## src/emm_pkg.sv

```systemverilog
// Shared constants, register codes and unit interface types of the dry/wet mixer.
package emm_pkg;

   // Sample and arithmetic widths.
   localparam int SAMPLE_BITS = 24;
   localparam int POWER_BITS  = 2 * SAMPLE_BITS;
   localparam int LEVEL_BITS  = 17;
   localparam int COEF_BITS   = 16;
   localparam int LAT_BITS    = 14;
   localparam int CORR_BITS   = 18;
   localparam int QUOT_BITS   = 34;
   localparam int REM_BITS    = POWER_BITS + 2;
   localparam int CSR_BITS    = 17;

   // Default depth of the dry delay line.
   localparam int DEFAULT_DELAY_DEPTH = 16384;

   // Unity in Q1.16 and the correction ceiling in Q2.16.
   localparam logic [LEVEL_BITS-1:0] ONE_Q16  = 17'd65536;
   localparam logic [CORR_BITS-1:0]  CORR_MAX = 18'd131072;

   // Power floor for the wet envelope: 1e-12 of full scale power, at least one LSB.
   localparam longint unsigned EPS_RAW = (64'd1 << (POWER_BITS - 2)) / 64'd1000000000000;
   localparam logic [POWER_BITS-1:0] EPS = (EPS_RAW == 0) ? POWER_BITS'(1) : POWER_BITS'(EPS_RAW);

   // Reset values of the configuration registers.
   localparam logic [COEF_BITS-1:0]  ATTACK_RESET    = 16'd65000;
   localparam logic [COEF_BITS-1:0]  RELEASE_RESET   = 16'd65420;
   localparam logic [LEVEL_BITS-1:0] FADE_STEP_RESET = 17'd136;
   localparam logic [LEVEL_BITS-1:0] MIX_STEP_RESET  = 17'd68;

   // Configuration register indexes.
   typedef enum logic [2:0] {
      CSR_LATENCY,
      CSR_ATTACK,
      CSR_RELEASE,
      CSR_WET_BLEND,
      CSR_MATCH_ENABLE,
      CSR_BYPASS,
      CSR_FADE_STEP,
      CSR_MIX_STEP
   } csr_index_type;

   // Request to the ratio and square root unit.
   typedef struct packed {
      logic                  start;
      logic [POWER_BITS-1:0] de;
      logic [POWER_BITS-1:0] den;
   } emm_ratio_req_type;

   // Answer of the ratio and square root unit.
   typedef struct packed {
      logic                 done;
      logic [CORR_BITS-1:0] corr;
   } emm_ratio_rsp_type;

endpackage

```

## src/emm_ratio.sv

```systemverilog
// Iterative divider and square root that form the envelope correction gain.
module emm_ratio import emm_pkg::*; (
   input  logic              clock,
   input  logic              reset,
   input  emm_ratio_req_type req,
   output emm_ratio_rsp_type rsp
);

   typedef enum logic [1:0] {
      ST_IDLE,
      ST_DIV,
      ST_ROOT
   } state_type;

   localparam int STEP_BITS = $clog2(QUOT_BITS);

   state_type               state_ff;
   logic [STEP_BITS-1:0]    step_ff;
   logic [REM_BITS-1:0]     rem_ff;
   logic [POWER_BITS-1:0]   den_ff;
   logic [QUOT_BITS-1:0]    quot_ff;
   logic [QUOT_BITS-1:0]    rad_ff;
   logic [QUOT_BITS-1:0]    root_ff;
   logic [QUOT_BITS-1:0]    bit_ff;
   logic                    done_ff;
   logic [CORR_BITS-1:0]    corr_ff;

   logic [REM_BITS-1:0]     den4;
   logic [REM_BITS-1:0]     div_cmp;
   logic [REM_BITS-1:0]     rem_sh;
   logic                    div_ge;
   logic [REM_BITS-1:0]     rem_in;
   logic [QUOT_BITS-1:0]    quot_in;
   logic [QUOT_BITS-1:0]    trial;
   logic                    root_ge;
   logic [QUOT_BITS-1:0]    root_in;
   logic                    done_in;

   // A ratio of four or more saturates the correction at once.
   assign den4 = {req.den, 2'b00};

   // A result is ready after a saturated ratio or after the last root step.
   assign done_in = ((state_ff == ST_IDLE) && req.start && ({2'b00, req.de} >= den4))
                 || ((state_ff == ST_ROOT) && bit_ff[0]);

   // One quotient bit per cycle; the two integer bits compare without a shift.
   always_comb begin
      div_cmp = (step_ff == '0) ? {1'b0, den_ff, 1'b0} : {2'b00, den_ff};
      rem_sh  = (step_ff < STEP_BITS'(2)) ? rem_ff : {rem_ff[REM_BITS-2:0], 1'b0};
      div_ge  = rem_sh >= div_cmp;
      rem_in  = div_ge ? rem_sh - div_cmp : rem_sh;
      quot_in = {quot_ff[QUOT_BITS-2:0], div_ge};
   end

   // One root bit per cycle, restoring digit by digit.
   always_comb begin
      trial   = root_ff + bit_ff;
      root_ge = rad_ff >= trial;
      root_in = root_ge ? ((root_ff >> 1) + bit_ff) : (root_ff >> 1);
   end

   // Sequencer: idle, long division, then square root.
   always_ff @(posedge clock) begin
      if (reset) begin
         state_ff <= ST_IDLE;
         done_ff  <= 1'b0;
      end else begin
         done_ff <= done_in;
         case (state_ff)
            ST_IDLE: begin
               if (req.start) begin
                  if ({2'b00, req.de} >= den4) begin
                     corr_ff <= CORR_MAX;
                  end else begin
                     rem_ff   <= {2'b00, req.de};
                     den_ff   <= req.den;
                     step_ff  <= '0;
                     state_ff <= ST_DIV;
                  end
               end
            end
            ST_DIV: begin
               rem_ff  <= rem_in;
               quot_ff <= quot_in;
               step_ff <= step_ff + STEP_BITS'(1);
               if (step_ff == STEP_BITS'(QUOT_BITS - 1)) begin
                  rad_ff   <= quot_in;
                  root_ff  <= '0;
                  bit_ff   <= QUOT_BITS'(1) << (QUOT_BITS - 2);
                  state_ff <= ST_ROOT;
               end
            end
            ST_ROOT: begin
               if (root_ge) begin
                  rad_ff <= rad_ff - trial;
               end
               root_ff <= root_in;
               bit_ff  <= bit_ff >> 2;
               if (bit_ff[0]) begin
                  corr_ff  <= root_in[CORR_BITS-1:0];
                  state_ff <= ST_IDLE;
               end
            end
            default: begin
               state_ff <= ST_IDLE;
            end
         endcase
      end
   end

   assign rsp.done = done_ff;
   assign rsp.corr = corr_ff;

endmodule

```

## config.mk

```make
export PLATFORM = sky130hd
export DESIGN_NAME = emm_ratio
export DESIGN_NICKNAME = d
export VERILOG_FILES = /design/src/emm_pkg.sv /design/src/emm_ratio.sv
export SDC_FILE = /design/constraint.sdc
export NUM_CORES = 1
export LEC_CHECK = 0
export BUFFER_PORTS_ARGS = -buffer_cell sky130_fd_sc_hd__buf_2
export CAP_MARGIN = 20
export CORE_UTILIZATION = 25
export DETAILED_ROUTE_END_ITERATION = 12
export SYNTH_ARGS = -nofsm -noshare
export SYNTH_HDL_FRONTEND = slang
export SYNTH_SLANG_ARGS = --single-unit
export TNS_END_PERCENT = 100
```

## constraint.sdc

```tcl
create_clock -name clock -period 8.85 [get_ports clock]
set_input_delay 1.3275 -clock clock [delete_from_list [all_inputs] [get_ports clock]]
set_output_delay 1.3275 -clock clock [all_outputs]
set_load 0.01 [all_outputs]
```

Word level (Yosys, flattened, before mapping). Index checks and enable logic that the tools add are counted.

Add/subtract/negate cells: 5. Multipliers: 0. Div/mod/pow operators: 0. $lt $le $gt $ge: 4. Equal/unequal tests: 9. Shift operators: 0. Multiplexer cells: 26. Bitwise gates (word level): 2. Reductions and logical operators: 16.

Operator list (number): 34-bit case mux with 2 select lines (3); 50-bit two-way mux (4); 34-bit two-way mux (5); 50-bit case mux with 2 select lines (1); 18-bit two-way mux (3); 48-bit by 50-bit >= comparator with 1-bit output (1); 50-bit by 49-bit >= comparator with 1-bit output (1); 50-bit by 49-bit subtractor with 50-bit output (1); 49-bit two-way mux (1); 18-bit case mux with 2 select lines (1); 33-bit by 34-bit adder with 34-bit output (1); 34-bit adder (1); 34-bit >= comparator (1); 34-bit subtractor (1); 4-bit AND reduction (4); 6-bit two-way mux (2); 6-bit case mux with 2 select lines (1); 2-bit != test (second input constant) (5); 2-bit two-way mux (4); 6-bit by 1-bit adder with 6-bit output (second input constant) (1); 6-bit equality test (second input constant) (1); 6-bit zero test (1); 6-bit by 2-bit < comparator with 1-bit output (second input constant) (1); 2-bit case mux with 3 select lines (1); 11 further kinds (16).

Register bits after elaboration: 260. Bits in latches: 0. Bits in writable memories: 0. Memory bits (read-only): 0. Input port bits: 99. Output and inout port bits: 19. Memories kept: 0.

Logic depth before layout (Yosys ltp). Gate-level depths: netlist of run 1.

Word-level depth: 5. Mapped depth: 24. Mapped depth without buffers: 22.

Worst setup path before layout of run 1. No wires, ideal clock.

Kind: reg2reg. Start point: reg bit_ff[0]. End point: reg rad_ff[0], enable pin. Setup time: 477 ps. Data arrival time: 6532 ps. Data required time: 8373 ps. Setup slack: 1841 ps. Cell stages (with the launch flop): 24. Buffers on the path: 2. Cell sequence: edfxtp_1 ha_1 ha_1 a21oi_1 o21bai_1 a31o_2 a21oi_1 o31ai_1 a31o_2 and3_1 o21ai_0 xor2_1 ha_1 clkbuf_1 nand2_1 nor2_1 nand3_1 o21bai_1 a221o_1 nand2_1 o2111ai_1 buf_2 nand2_1 a211oi_1.

Longest elaborated chain between the ends: 4.

Ends and longest elaborated chain: from (decl) (line emm_ratio.sv:24) `logic [QUOT_BITS-1:0] bit_ff;`; from (signal assigned) (line emm_ratio.sv:89) `bit_ff <= QUOT_BITS'(1) << (QUOT_BITS - 2);`; from (signal assigned) (line emm_ratio.sv:98) `bit_ff <= bit_ff >> 2;`; 34-bit adder (line emm_ratio.sv:57) `trial = root_ff + bit_ff;`; 34-bit >= comparator (line emm_ratio.sv:58) `root_ge = rad_ff >= trial;`; 2-bit != test (no source line); 4-bit AND reduction (no source line); to (signal assigned) (line emm_ratio.sv:87) `rad_ff <= quot_in;`; to (signal assigned) (line emm_ratio.sv:95) `rad_ff <= rad_ff - trial;`; to (decl) (line emm_ratio.sv:22) `logic [QUOT_BITS-1:0] rad_ff;`.

Every way passes these cells. A chain may end at the register's enable or synchronous reset.

Final worst setup path of run 1.
Start point: reg root_ff[2]. End point: reg rad_ff[9], enable pin.

Longest elaborated chain between the ends: 4.

Ends and longest elaborated chain: from (decl) (line emm_ratio.sv:23) `logic [QUOT_BITS-1:0] root_ff;`; from (signal assigned) (line emm_ratio.sv:97) `root_ff <= root_in;`; 34-bit adder (line emm_ratio.sv:57); 34-bit >= comparator (line emm_ratio.sv:58); 2-bit != test (no source line); 4-bit AND reduction (no source line).

Every way passes these cells.

==> impl_metrics.toml, run 1 <==
[status]
status = "completed"

[final_layout]
drive_above_1_share_pct = 14.3
final_common_cell = "edfxtp_1"
final_cell_mix = "edfxtp_1, a21oi_1, nor2_1"
n_fill_cell = 7730
area_growth_pct = 14.4
num_antenna_cells = 0
fin_nets = 2230

[grt]
grt_pass1_vias = 13800
grt_overflow = 0
grt_util_all_layers_pct = 12.0
grt_pass1_wl_um = 73300
antenna_found_initial = 3
grt_max_degree = 87

[yosys]
netlist_area_um2 = 18400
synth_flop_cell = "edfxtp_1"
netlist_instances = 1864
syn_avg_cell_area_um2 = 9.87
ys_async_sr_fraction_pct = 0
yosys.cell_types.count = 77
synth_edf_count = 240
yosysSeqAreaShare_pct = 39.5
synthesis.nets = 2137
yosys_warnings = 0
synth-seq-cells = 243

[setup_path]
r2r_cells = 19
r2r_slack_ns = 2.90
r2r_end = "rad_ff[9]"
cp_data_required_time_ns = 9.09
cp-end-kind = "flip-flop"
critPathLaunchType = "flip-flop"
worst_r2r_startpoint = "root_ff[2]"
arrival_ns = 6.19
critPathKind = "reg -> reg"
path_max_fanout = 50

[sta]
rsz0062_at_grt = "false"
maxSlewHeadroom_pct = 35.8
max_freq_mhz = 168
fin_skew_ns = 0.0200
tns_ns = 0
fin_crit_sh_pct = 67.3
drv_slew = 0
setup_viol = 0
hold_violations = 0
tightest_slew_ns = 0.963
fin_crit_ns = 5.95
layout_setup_ws_ns = 2.90

[die]
core_area_um2 = 72800
die_x_um = 273
dieArea_um2 = 74700
core.rowCount = 99
die_h_um = 273
start_util_pct = 25.3
ios = 118

[pwr]
peakVddDrop_mv = 0.171
power_density_nw_per_um2 = 317
leakage_uw = 0.00849

[clocking]
postCtsSetupBuffers = 0
numCtsBuffers = 31
cts_resized = 0
cts_hold_buffers = 0
cts_buffer_depth = 3
clk_latency_ns = 0.61
htreeDepth = 1
clk_pin_slew_ns = 0.06
cts_tree = "built"
clock_sinks = 243
cts-root-buf = "clkbuf_16"

[worst_hold_path]
worstHoldPathType = "reg -> reg"
hold_end = "quot_ff[24]"
min_from = "quot_ff[23]"
holdPathStages = 0

[drt]
drc = 0
vias = 14100
first_pass_iters = 5
ant_nets = 0
first_iter_violations = 817
wl_per_cell_um = 15.4
wl_um = 45200
via_per_inst = 4.80

[place]
io_buffers = 117
dpl.hpwl_um = 33700
globalplace.congestion = 0.885
place_ws_ns = 2.94

[run]
cap_viol_max_count = 0
==> power breakdown <==
part	internal, uW	total, uW	switching, uW
Combinational	1440	3600	2160
Clock	734	1260	530
Sequential	1650	1800	153
==> cells in the mapped netlist (all sizes together), types with 13 or more instances <==
cell type    n  area, um^2
ha         172        2150
o21bai      29         218
xnor2       68         596
clkbuf      47         176
o211ai      13        97.6
and2        25         156
buf         26         159
a21o        64         480
inv         90         338
nand4       32         200
xor2        70         613
a31oi       35         234
mux2i       53         531
mux2        74         837
nand2      117         439
and3        17         106
o21ai       97         493
nor2b       24         150
nand3       28         140
nor3        25         125
a21oi      183         920
a211oi      24         190
nor2       176         661
edfxtp     240        7210
==> worst max-delay path: stages (launching register included) <==
cell       delay [ns]
edfxtp_1         0.45
ha_1             0.36
a31oi_1          0.12
o21bai_1         0.27
a31o_2           0.25
a21oi_1          0.14
o311ai_0         0.57
a41oi_1          0.31
o21ai_0          0.33
xnor2_1          0.11
ha_1             0.36
and4_1           0.26
and4_1           0.26
nor2b_1          0.14
nand2_1          0.09
o2111ai_4        0.18
buf_4            0.46
nand2_1          0.21
a211oi_4         0.25
buf_4            0.46
==> state kept, by name (all words and copies together), names as in the netlist <==
| name | cells |
|---|---|
| bit_ff | 17 |
| corr_ff | 18 |
| den_ff | 48 |
| done_ff | 1 |
| quot_ff | 33 |
| rad_ff | 34 |
| rem_ff | 50 |
| root_ff | 34 |
| state_ff | 2 |
| step_ff | 6 |
==> worst max-delay path by stage <==
stage          slack [ns]  cells after the start         end       start
2_1_floorplan        1.84                     23   rad_ff[0]   bit_ff[0]
3_3_place_gp         2.97                     19   rad_ff[8]  root_ff[2]
3_5_place_dp         2.94                     22  rad_ff[17]   bit_ff[0]
4_1_cts              2.89                     19  rad_ff[28]  root_ff[2]
5_1_grt              2.35                     22  rad_ff[28]   bit_ff[0]
6_report             2.90                     19   rad_ff[9]  root_ff[2]
==> metal layers <==
metal	routed length [um]	share of wire, %	global-route usage, %
met1	22000	49	16.4
met2	20500	45	19.8
met3	1940	4.3	1.76
met4	840	1.9	2.87
met5	18	0.040	0
==> metrics by stage <==
step | power [uW] | std cells | area (um^2) | hold slack (ns) | utilization (%)
after CTS | 6710 | 2939 | 21000 | 0.446 | 28.9
after detailed placement | 5400 | 2882 | 20000 | 0.431 | 27.5
after global placement | 5400 | 2882 | 20000 | 0.427 | 27.5
after global routing | 7200 | 2940 | 21100 | 0.460 | 28.9
after floorplan | 4580 | 1864 | 18400 | 0.422 | -
final | 6670 | 2940 | 21100 | 0.443 | 28.9
==> cell type report <==
type / instances / area (um^2) / share of cell area, %
clock inverters: 20 / 203 / 0.963
inverters: 91 / 342 / 1.62
flip-flops and latches: 243 / 7270 / 34.5
multi-input cells: 1457 / 10500 / 50.0
well taps: 959 / 1200 / 5.70
clock buffers: 37 / 798 / 3.79
repair buffers: 133 / 709 / 3.37
==> kinds of logic after synthesis <==
group / count (synthesis) / synth area share [%]
XOR/XNOR: 138 / 6.57
adder cells (fa/ha/maj): 174 / 11.9
AO/OA/AOI/OAI: 528 / 18.3
flip-flops: 243 / 39.5
AND/OR/NAND/NOR: 490 / 12.6
buffers and inverters: 164 / 3.68
multiplexers: 127 / 7.43
Note: power is estimated with default switching activity, not from simulation.
==> run 2, diff against run 1 <==
- clock period: 8.85 -> 5.45 ns (I/O delays scaled with it)
==> impl_metrics.toml, run 2 (synthesis gave the netlist of run 1 again) <==
[status]
status = "completed"

[die]
dieArea_um2 = 74700
start_util_pct = 25.3
core.rowCount = 99
die_x_um = 273
ios = 118
die_h_um = 273
core_area_um2 = 72800

[sta]
drv_slew = 0
tightest_slew_ns = 0.914
layout_setup_ws_ns = 0.355
setup_viol = 0
maxSlewHeadroom_pct = 39.1
fin_crit_ns = 5.09
hold_violations = 0
fin_crit_sh_pct = 93.5
fin_skew_ns = 0.0253
max_freq_mhz = 196
rsz0062_at_grt = "false"
tns_ns = 0

[clocking]
cts_tree = "built"
cts_buffer_depth = 3
htreeDepth = 1
cts-root-buf = "clkbuf_16"
numCtsBuffers = 28
clk_latency_ns = 0.58
clock_sinks = 243
clk_pin_slew_ns = 0.06

[place]
place_area_um2 = 20200
io_buffers = 117
place_ws_ns = 0.279
globalplace.congestion = 0.887
dpl.hpwl_um = 35300

[drt]
wl_per_cell_um = 15.9
via_per_inst = 4.84
ant_nets = 0
drc = 0
first_iter_violations = 921
vias = 14300
wl_um = 46800
first_pass_iters = 5

[final_layout]
num_antenna_cells = 0
n_fill_cell = 7692
drive_above_1_share_pct = 14.9
largest_reg_flops = 50
design_area_um2 = 21200
fin_util_pct = 29.1
top_register = "rem_ff"
fin_nets = 2241
final_cell_mix = "edfxtp_1, a21oi_1, nor2_1"
reg_top3 = "rem_ff: 50 flops, den_ff: 48 flops"
area_growth_pct = 15.4
final_common_cell = "edfxtp_1"

[setup_path]
cp-end-kind = "flip-flop"
slowest_stage = "edfxtp_1"
critical-path-top-delay-family = "compound AO/OA/AOI/OAI gates"
critPathLaunchType = "flip-flop"
cp_data_required_time_ns = 5.79
arrival_ns = 5.43
critPathKind = "reg -> reg"
path_cells = "ha_1 -> a31oi_1 -> o21bai_1 -> a31o_2 -> a21oi_1 -> buf_4 -> o21bai_1 -> a31oi_1 -> xor2_1 -> ha_1 -> and4_1 -> a221o_1 -> or3_1 -> a311oi_2 -> nor3_1 -> or2_4 -> a41oi_2 -> xnor2_1 -> mux2_4"
path_max_fanout = 8
max_stage_delay_ns = 0.46
cp.buffers_inverters = 1

[grt]
grt_pass1_wl_um = 75200
antenna_found_initial = 0
grt_overflow = 0
grt_util_all_layers_pct = 12.4
grt_max_degree = 57
grt_pass1_vias = 14200

[pwr]
leakage_uw = 0.00856
power_density_nw_per_um2 = 514
peakVddDrop_mv = 0.318

[run]
cap_viol_max_count = 0

[worst_hold_path]
worstHoldPathType = "in -> reg"
==> run 2: routing by layer <==
layer | global-route usage, % | part of all wire (%) | vias to the layer above
met5 | 0 | 0 | -
met4 | 3.09 | 1.9 | 0
met3 | 1.46 | 4.0 | 51
met2 | 20.2 | 45 | 257
met1 | 17.3 | 49 | 6819
li1 | - | - | 7154
==> run 2: area by class of cell <==
class / instances / area [um^2] / area share, %
multi-input combinational: 1457 / 10600 / 49.7
inverter: 91 / 342 / 1.61
timing repair buffer: 147 / 873 / 4.11
clock inverter: 20 / 280 / 1.32
clock buffer: 32 / 716 / 3.37
sequential: 243 / 7270 / 34.2
tap: 959 / 1200 / 5.65
==> run 2: where the power goes <==
| part | internal (uW) | leakage, uW | switching [uW] |
|---|---|---|---|
| combinational | 2420 | 0.00583 | 3520 |
| sequential | 2670 | 0.00225 | 251 |
| clock | 1230 | 0.000485 | 817 |
| total | 6330 | 0.00856 | 4590 |
==> run 2: repair_timing <==
item | in CTS | in global routing
gates resized for setup | 0 | 4
setup endpoints to repair | 0 | 52
buffers inserted | 0 | 0
hold buffers | 0 | 0
==> run 2: stage by stage <==
| step | cells | total power [uW] | hold slack (ns) |
|---|---|---|---|
| final | 2949 | 10900 | 0.432 |
| after global routing | 2949 | 11800 | 0.398 |
| after CTS | 2949 | 11000 | 0.390 |
| after detailed placement | 2897 | 8880 | 0.438 |
| after global placement | 2897 | 8840 | 0.435 |
| after floorplan | 1864 | 7440 | 0.422 |
==> run 2: worst paths after layout <==
path,from,end,slack [ns],cells after the start
hold / removal,req[43],den_ff[43],0.43,1
setup reg to reg,root_ff[2],rad_ff[29],0.36,19
setup / recovery,root_ff[2],rad_ff[29],0.36,19
hold reg to reg,quot_ff[25],quot_ff[26],0.45,0
==> run 2: worst reg2reg max path: stages (launching register included) <==
cell,delay (ns)
edfxtp_1,0.46
ha_1,0.37
a31oi_1,0.21
o21bai_1,0.15
a31o_2,0.30
a21oi_1,0.25
buf_4,0.18
o21bai_1,0.09
a31oi_1,0.21
xor2_1,0.17
ha_1,0.32
and4_1,0.24
a221o_1,0.34
or3_1,0.32
a311oi_2,0.30
nor3_1,0.12
or2_4,0.28
a41oi_2,0.21
xnor2_1,0.08
mux2_4,0.25
